File: config.mk
export PLATFORM = sky130hd
export DESIGN_NAME = block_buffer_cache_lru
export DESIGN_NICKNAME = d
export VERILOG_FILES = /design/src/hdl/bbc_pkg.sv /design/src/hdl/block_buffer_cache_lru.sv
export SDC_FILE = /design/constraint.sdc
export NUM_CORES = 2
export LEC_CHECK = 0
export ABC_CLOCK_PERIOD_IN_PS = 19500
export BUFFER_PORTS_ARGS = -buffer_cell sky130_fd_sc_hd__buf_2
export CAP_MARGIN = 5
export CORE_ASPECT_RATIO = 2
export CORE_MARGIN = 8
export CORE_UTILIZATION = 55
export CTS_CLUSTER_DIAMETER = 40
export DETAILED_ROUTE_END_ITERATION = 10
export PLACE_DENSITY = 0.67
export SYNTH_ARGS = -nofsm -noshare
export SYNTH_HDL_FRONTEND = slang
export SYNTH_SLANG_ARGS = --single-unit
File: constraint.sdc
create_clock -name clock -period 19.5 [get_ports clock]
set_input_delay 3.9 -clock clock [delete_from_list [all_inputs] [get_ports clock]]
set_output_delay 3.9 -clock clock [all_outputs]
set_load 0.01 [all_outputs]
File: src/hdl/bbc_pkg.sv
// Shared types, codes and helpers of the block buffer cache.
package bbc_pkg;

   localparam int NUM_BUFFERS_DEFAULT = 32;

   localparam logic [7:0]  COUNT_MAX = 8'hFF;
   localparam logic [31:0] TIME_NONE = 32'hFFFF_FFFF;

   localparam logic [1:0] MODE_GET     = 2'd0;
   localparam logic [1:0] MODE_RELEASE = 2'd1;
   localparam logic [1:0] MODE_PIN     = 2'd2;
   localparam logic [1:0] MODE_UNPIN   = 2'd3;

   localparam logic [1:0] STATUS_OK         = 2'd0;
   localparam logic [1:0] STATUS_NO_BUFFER  = 2'd1;
   localparam logic [1:0] STATUS_COUNT_ZERO = 2'd2;

   typedef struct packed {
      logic [1:0]  mode;
      logic [7:0]  device;
      logic [31:0] block_number;
      logic [4:0]  buffer_index;
      logic [31:0] now;
   } req_type;

   typedef struct packed {
      logic [4:0] slot;
      logic       hit;
      logic       needs_read;
      logic [7:0] count_after;
      logic [1:0] status;
   } rsp_type;

   typedef struct packed {
      logic [7:0]  device;
      logic [31:0] block;
      logic        valid;
      logic [7:0]  count;
      logic [31:0] release_time;
   } entry_type;

   typedef enum logic [2:0] {
      STATE_IDLE,
      STATE_SCAN,
      STATE_SCAN_LAST,
      STATE_COMMIT,
      STATE_ONE_READ,
      STATE_ONE_MOD
   } state_type;

   function automatic logic [7:0] raise_count(input logic [7:0] c);
      return (c == COUNT_MAX) ? COUNT_MAX : c + 8'd1;
   endfunction

endpackage

File: src/hdl/block_buffer_cache_lru.sv
// Top level of the block buffer cache: tag table, reference counts, LRU victim choice.
//
//  channel  dir  handshake              word
//  -------  ---  ---------------------  ---------------------------------------
//  req      in   req_valid / req_ready  mode, device, block_number, index, now
//  rsp      out  rsp_valid / rsp_ready  slot, hit, needs_read, count_after, status
//
//  A get walks the whole table through the single read port of the entry
//  memory, one entry per cycle, and takes no new request until it is done.
//  Release, pin and unpin read one entry and write it back.
//  Reset is synchronous; a per-entry written bit makes untouched entries read
//  as zero, so no clearing pass is needed and requests are taken right away.
//  A stalled rsp holds the finished item in its register; the next request
//  still runs and waits only at its write-back step until the register frees.
module block_buffer_cache_lru #(
   parameter int NUM_BUFFERS = bbc_pkg::NUM_BUFFERS_DEFAULT
) (
   input  logic             clock,
   input  logic             reset,
   input  logic             req_valid,
   output logic             req_ready,
   input  bbc_pkg::req_type req_word,
   output logic             rsp_valid,
   input  logic             rsp_ready,
   output bbc_pkg::rsp_type rsp_word
);

   localparam int AW = $clog2(NUM_BUFFERS);

   // entry memory, one read and one write port, registered read
   bbc_pkg::entry_type mem [NUM_BUFFERS];
   logic [NUM_BUFFERS-1:0] written_ff;
   bbc_pkg::entry_type rd_entry_ff;
   logic               rd_written_ff;
   bbc_pkg::entry_type ent;

   bbc_pkg::state_type state_ff, state_in;
   bbc_pkg::req_type   req_ff;

   logic [AW-1:0] rd_addr;
   logic          mem_we;
   logic [AW-1:0] wr_addr;
   bbc_pkg::entry_type wr_entry;

   // scan walker and its compare stage
   logic [AW-1:0] scan_addr_ff;
   logic          chk_valid_ff;
   logic [AW-1:0] chk_idx_ff;

   // running results of the scan
   logic               match_found_ff;
   logic [AW-1:0]      match_idx_ff;
   bbc_pkg::entry_type match_entry_ff;
   logic               victim_found_ff;
   logic [AW-1:0]      victim_idx_ff;
   logic [31:0]        victim_time_ff;

   // result register
   logic             rsp_valid_ff;
   bbc_pkg::rsp_type rsp_ff;
   logic             rsp_load;
   bbc_pkg::rsp_type rsp_in;

   logic          accept;
   logic          can_emit;
   logic          idx_in_range;
   logic [AW-1:0] idx_addr;
   logic [7:0]    cnt_dec;

   assign req_ready    = (state_ff == bbc_pkg::STATE_IDLE);
   assign accept       = req_valid && req_ready;
   assign can_emit     = !rsp_valid_ff || rsp_ready;
   assign rsp_valid    = rsp_valid_ff;
   assign rsp_word     = rsp_ff;

   // an index beyond the table touches nothing; clamp its read address
   assign idx_in_range = (32'(req_ff.buffer_index) < NUM_BUFFERS);
   assign idx_addr     = idx_in_range ? AW'(req_ff.buffer_index) : '0;

   // an entry never written reads as its reset value
   assign ent     = rd_written_ff ? rd_entry_ff : '0;
   assign cnt_dec = ent.count - 8'd1;

   always_ff @(posedge clock) begin
      if (mem_we) begin
         mem[wr_addr] <= wr_entry;
      end
      rd_entry_ff   <= mem[rd_addr];
      rd_written_ff <= written_ff[rd_addr];
   end

   always_ff @(posedge clock) begin
      if (reset) begin
         written_ff <= '0;
      end else if (mem_we) begin
         written_ff[wr_addr] <= 1'b1;
      end
   end

   always_ff @(posedge clock) begin
      if (reset) begin
         state_ff <= bbc_pkg::STATE_IDLE;
      end else begin
         state_ff <= state_in;
      end
   end

   // next state, memory access and result word
   always_comb begin
      state_in = state_ff;
      rd_addr  = '0;
      mem_we   = 1'b0;
      wr_addr  = idx_addr;
      wr_entry = ent;
      rsp_load = 1'b0;
      rsp_in   = '0;
      unique case (state_ff)
         bbc_pkg::STATE_IDLE: begin
            if (accept) begin
               state_in = (req_word.mode == bbc_pkg::MODE_GET) ?
                          bbc_pkg::STATE_SCAN : bbc_pkg::STATE_ONE_READ;
            end
         end
         bbc_pkg::STATE_SCAN: begin
            rd_addr = scan_addr_ff;
            if (scan_addr_ff == AW'(NUM_BUFFERS - 1)) begin
               state_in = bbc_pkg::STATE_SCAN_LAST;
            end
         end
         bbc_pkg::STATE_SCAN_LAST: begin
            state_in = bbc_pkg::STATE_COMMIT;
         end
         bbc_pkg::STATE_COMMIT: begin
            if (can_emit) begin
               state_in = bbc_pkg::STATE_IDLE;
               rsp_load = 1'b1;
               priority if (match_found_ff) begin
                  // hit: raise the count, mark valid, report a read if it was not
                  mem_we         = 1'b1;
                  wr_addr        = match_idx_ff;
                  wr_entry       = match_entry_ff;
                  wr_entry.count = bbc_pkg::raise_count(match_entry_ff.count);
                  wr_entry.valid = 1'b1;
                  rsp_in.slot        = 5'(match_idx_ff);
                  rsp_in.hit         = 1'b1;
                  rsp_in.needs_read  = !match_entry_ff.valid;
                  rsp_in.count_after = bbc_pkg::raise_count(match_entry_ff.count);
                  rsp_in.status      = bbc_pkg::STATUS_OK;
               end else if (victim_found_ff) begin
                  // miss: retag the oldest released entry, keep its stamp
                  mem_we                = 1'b1;
                  wr_addr               = victim_idx_ff;
                  wr_entry.device       = req_ff.device;
                  wr_entry.block        = req_ff.block_number;
                  wr_entry.valid        = 1'b1;
                  wr_entry.count        = 8'd1;
                  wr_entry.release_time = victim_time_ff;
                  rsp_in.slot        = 5'(victim_idx_ff);
                  rsp_in.needs_read  = 1'b1;
                  rsp_in.count_after = 8'd1;
                  rsp_in.status      = bbc_pkg::STATUS_OK;
               end else begin
                  rsp_in.status = bbc_pkg::STATUS_NO_BUFFER;
               end
            end
         end
         bbc_pkg::STATE_ONE_READ: begin
            rd_addr  = idx_addr;
            state_in = bbc_pkg::STATE_ONE_MOD;
         end
         bbc_pkg::STATE_ONE_MOD: begin
            // keep the address so the read data holds through a stall
            rd_addr = idx_addr;
            if (can_emit) begin
               state_in    = bbc_pkg::STATE_IDLE;
               rsp_load    = 1'b1;
               rsp_in.slot = req_ff.buffer_index;
               if (!idx_in_range) begin
                  rsp_in.status = bbc_pkg::STATUS_COUNT_ZERO;
               end else begin
                  unique case (req_ff.mode)
                     bbc_pkg::MODE_PIN: begin
                        mem_we             = 1'b1;
                        wr_entry.count     = bbc_pkg::raise_count(ent.count);
                        rsp_in.count_after = bbc_pkg::raise_count(ent.count);
                     end
                     bbc_pkg::MODE_RELEASE, bbc_pkg::MODE_UNPIN: begin
                        if (ent.count == 8'd0) begin
                           rsp_in.status = bbc_pkg::STATUS_COUNT_ZERO;
                        end else begin
                           mem_we             = 1'b1;
                           wr_entry.count     = cnt_dec;
                           rsp_in.count_after = cnt_dec;
                           // stamp the final release
                           if (req_ff.mode == bbc_pkg::MODE_RELEASE && cnt_dec == 8'd0) begin
                              wr_entry.release_time = req_ff.now;
                           end
                        end
                     end
                     bbc_pkg::MODE_GET: begin
                        rsp_in.status = bbc_pkg::STATUS_OK;
                     end
                  endcase
               end
            end
         end
         default: begin
            state_in = bbc_pkg::STATE_IDLE;
         end
      endcase
   end

   // request latch, scan walker and scan accumulators
   always_ff @(posedge clock) begin
      if (accept) begin
         req_ff <= req_word;
      end
      if (state_ff == bbc_pkg::STATE_SCAN) begin
         scan_addr_ff <= scan_addr_ff + AW'(1);
      end else begin
         scan_addr_ff <= '0;
      end
      chk_idx_ff <= scan_addr_ff;
   end

   always_ff @(posedge clock) begin
      if (reset) begin
         chk_valid_ff    <= 1'b0;
         match_found_ff  <= 1'b0;
         victim_found_ff <= 1'b0;
      end else begin
         chk_valid_ff <= (state_ff == bbc_pkg::STATE_SCAN);
         if (accept) begin
            match_found_ff  <= 1'b0;
            victim_found_ff <= 1'b0;
         end else if (chk_valid_ff) begin
            // first tag match wins, valid bit ignored
            if (!match_found_ff && ent.device == req_ff.device &&
                ent.block == req_ff.block_number) begin
               match_found_ff <= 1'b1;
            end
            // oldest unreferenced entry, lowest index on a tie
            if (ent.count == 8'd0 &&
                (!victim_found_ff || ent.release_time < victim_time_ff)) begin
               victim_found_ff <= 1'b1;
            end
         end
      end
   end

   always_ff @(posedge clock) begin
      if (accept) begin
         victim_time_ff <= bbc_pkg::TIME_NONE;
      end else if (chk_valid_ff) begin
         if (!match_found_ff && ent.device == req_ff.device &&
             ent.block == req_ff.block_number) begin
            match_idx_ff   <= chk_idx_ff;
            match_entry_ff <= ent;
         end
         if (ent.count == 8'd0 &&
             (!victim_found_ff || ent.release_time < victim_time_ff)) begin
            victim_idx_ff  <= chk_idx_ff;
            victim_time_ff <= ent.release_time;
         end
      end
   end

   // result register: load a finished word, drop it once taken
   always_ff @(posedge clock) begin
      if (reset) begin
         rsp_valid_ff <= 1'b0;
      end else if (rsp_load) begin
         rsp_valid_ff <= 1'b1;
      end else if (rsp_ready) begin
         rsp_valid_ff <= 1'b0;
      end
   end

   always_ff @(posedge clock) begin
      if (rsp_load) begin
         rsp_ff <= rsp_in;
      end
   end

endmodule

==> summary.md <==
The flow ran to the end, and the final reports show no timing, DRC or antenna violations. The number of gates given a new drive strength after cts was 0; the peak fanout along the critical path was 48. The final routed DRC violation total came out at 0. Clock tree synthesis inserted a total of 271 buffers. The path class of the tightest hold or removal check is reg -> reg. The sequential cell fraction of total power was 0.438. The cell that appears most often on the critical path is buf_4.

Dividing the detail-routed wire length by the instance count gives 28.7 µm. The number of buffer cells added on primary ports was 101; the unique cell type count in the Yosys netlist was 80. The relative slew slack was 0.0403. The logs give 74.7k for the overall via count from detail_route and 70.8k for the via count of the first global-routing pass. The synthesized design contains 2942 register bits. The height of the die is 666 µm. Switching part of the total: 0.336. Counting every net in the synthesized netlist gives 8786. For the final database, setup skew stands at 0.0387 ns. The tools report the initial antenna violation count as 6. The final critical-path share of the clock period works out to 0.409. The most critical setup path has its startpoint at rsp_ready. At the pin with the least slew margin, the transition time is 1.44 ns. The H-tree was split into 5 levels. The area of the placeable core was 211000 µm²; the setup TNS was 0 ns. The Yosys step of the flow raised 0 warnings.

The area growth from synthesis to layout is 10.8%. The overall global routing resource usage came out at 0.287. The worst setup path is captured at a register. The top-area cell type share of the netlist area came out at 0.717.

Across the VDD grid, the largest voltage drop is 0.000121 V. For the worst setup path, the data required time is 19.95 ns. Largest buffer count on any clock path: 4. Summed over all layers, the global routing overflow is 0. Across the whole layout, storage elements account for 86700 µm².

The critical-path cell with the highest stage delay was nor2_4. TritonCTS built the clock tree. 102 I/O pins were placed. The largest total area in the synthesized netlist belongs to edfxtp_1. The async set-reset flop share out of synthesis is 0. The startpoint identified for the worst register-to-register timing path is rd_written_ff. The final number of hold-violating endpoints is 0. Setup slack on the critical path of the routed design comes to 11.53 ns. Internal power comes to 11.7 mW.

In the synthesized netlist the dominant register cell turns out to be edfxtp_1. Critical path launch point type: an input port. The die is 341 µm wide.

The tools report the sequential cell area fraction in the yosys report as 0.745. The number of enable-type register cells in the synthesized netlist was 2779. For the number of antenna-violating nets in the routed design, the log shows 0. For this design, the sink count on the clock tree is 2942.

Leaving out fill and tap cells, the most frequent cell in the layout is edfxtp_1. The final design utilization was 0.610. The fraction of final layout cells with drive strength greater than 1 is 0.0939, and the initial cell density of the core is 0.551. The wire length after detailed routing was 335000 µm; the final number of setup-violating endpoints was 0. The number of violations of the max-capacitance limit was 0; the number of inserted filler cells in the final layout was 16.0k. The floorplan step defined a die boundary enclosing 227000 µm². The run gives 27400 µm² as the area of the multi-input gates. The first routing iteration left 9880 violations.

The synthesized area per cell was 13.4 µm². Fraction of power consumed by combinational cells: 0.264. For this design the total switching power over the nets is 5.92 mW. Synthesis produced 8664 cells.

The post-synthesis instance area came out at 116000 µm². The time the final worst path needs with I/O delays and setup came out at 7.97 ns. The first global-routing pass estimated 485000 µm of wire. The largest stage delay on the critical path works out to 1.04 ns. Setup repair after global routing left no endpoint under its margin. At the end of routability-driven placement, the weighted congestion stood at 0.898.

In this run the power density over the cells is 136 nW/µm². The root buffer cell is clkbuf_16. The detailed-routing iteration count for the pre-antenna-repair pass came out at 6. Entering global routing, the biggest net connects 144 pins.

Using the TritonRoute via totals, the vias-per-cell ratio works out to 6.39. In the layout the commonest cells are 2779 x edfxtp_1, 2174 x nand2_1, 453 x nand3_1. By startpoint and endpoint, the worst setup path is classified as in -> reg. The insertion delay of the later-clocked pin in the worst-skew pair was 0.85 ns. Post-CTS timing repair inserted 0 buffers for setup. The relative contribution of the clock network to total power came out at 0.298. Yosys attributes the largest share of cell area to edfxtp_1 72%, nand2_1 7.0%, dfxtp_1 2.8%.

The signal on the critical path passes through buf_2 > nand2b_1 > buf_4 > nand3_2 > buf_4 > o221a_2 > nand2_1 > nor2_4 > buf_4 > buf_4. The max-slew violation count came out at 0. Clock-pin slew was measured on the worst setup and hold paths at 0.06 ns. STA puts the critical path data arrival time at 8.42 ns.

The number of hold buffers added after CTS is 0. In this run the core area contains 239 standard-cell rows. The worst hold path begins at scan_addr_ff[1]. Based on the critical path, the design can be clocked at up to 125 MHz. The run gives 44.0 nW as the leakage power figure. The wire-length estimate of the detail-placed layout is 185000 µm.

The post-placement setup slack is 10.73 ns, and the final worst hold slack is 0.394 ns. The final layout contains 8828 nets.
==> area by class of cell <==
class                      count  share of cell area
sequential                  2942               0.673
antenna                        4           0.0000777
timing repair buffer         316              0.0177
clock buffer                 352              0.0582
clock inverter               124             0.00890
inverter                      78             0.00229
multi-input combinational   5097               0.213
tap                         2771              0.0269
==> critical path, delay by kind of cell <==
kind / cells / cell delay [ns]
buffers and inverters: 5 / 2.30
and+or+nand+nor: 4 / 1.76
AOI/OAI and AO/OA: 1 / 0.36
==> cell usage after synthesis (35+ instances only) <==
cell type,number
a21oi_1,427
a221oi_1,87
a31oi_1,306
and2_1,75
and3_1,230
buf_1,54
buf_2,204
buf_4,36
clkbuf_1,252
dfxtp_1,163
edfxtp_1,2779
ha_1,39
inv_1,77
mux2i_1,284
nand2_1,2177
nand3_1,455
nor2_1,275
nor4_1,84
o211ai_1,35
o21ai_0,45
o22ai_1,213
or4_1,79
==> power groups by stage <==
stage	Combinational (mW)	Clock, mW	Sequential [mW]
5_1_grt	4.97	5.51	7.70
3_5_place_dp	4.55	0	7.82
3_3_place_gp	4.48	0	7.82
6_report	4.64	5.25	7.70
4_1_cts	4.56	5.30	7.69
2_1_floorplan	3.02	0	7.62
==> metrics by stage <==
stage	power (mW)	area [µm²]	cells
global route	18.2	129000	11681
global placement	12.3	120000	11200
finish	17.6	129000	11684
detailed placement	12.4	120000	11200
floorplan	10.6	116000	8664
CTS	17.6	129000	11676
==> cells by family (layout without fill, tap and decap cells) <==
group / count (synthesis) / count (layout) / synth area share
AO/OA/AOI/OAI: 1282 / 1282 / 0.0699
XOR/XNOR: 23 / 23 / 0.00173
adder cells (fa/ha/maj): 39 / 39 / 0.00419
buffers and inverters: 625 / 870 / 0.0236
flip-flops: 2942 / 2942 / 0.745
multiplexers: 284 / 284 / 0.0244
other: 0 / 4 / 0
AND/OR/NAND/NOR: 3469 / 3469 / 0.131
==> path summary, 6_finish.rpt <==
path / end / cells after the start / slack [ns]
min reg2reg: chk_idx_ff[1] / 0 / 0.39
max: mem[28][60] / 10 / 11.53
min: chk_idx_ff[1] / 0 / 0.39
max reg2reg: mem[28][60] / 12 / 12.99
==> layer usage <==
metal / part of all wire / GRT usage / routed length (µm) / up-vias
met2: 0.47 / 0.455 / 157000 / 4359
met4: 0.037 / 0.0989 / 12300 / 2
met1: 0.39 / 0.403 / 130000 / 37340
met5: 0.000039 / 0 / 13 / -
li1: - / - / - / 32299
met3: 0.11 / 0.0507 / 35200 / 689
==> sequential cells by signal, summed over array words and instances (netlist names) <==
signal,cells
mem,2592
match_entry_ff,81
rd_entry_ff,81
req_ff,74
victim_time_ff,32
written_ff,32
rsp_word,17
chk_idx_ff,5
idx_addr,5
match_idx_ff,5
scan_addr_ff,5
victim_idx_ff,5
state_ff,3
chk_valid_ff,1
match_found_ff,1
rd_written_ff,1
rsp_valid,1
victim_found_ff,1
Note: power is estimated with default switching activity, not from simulation.
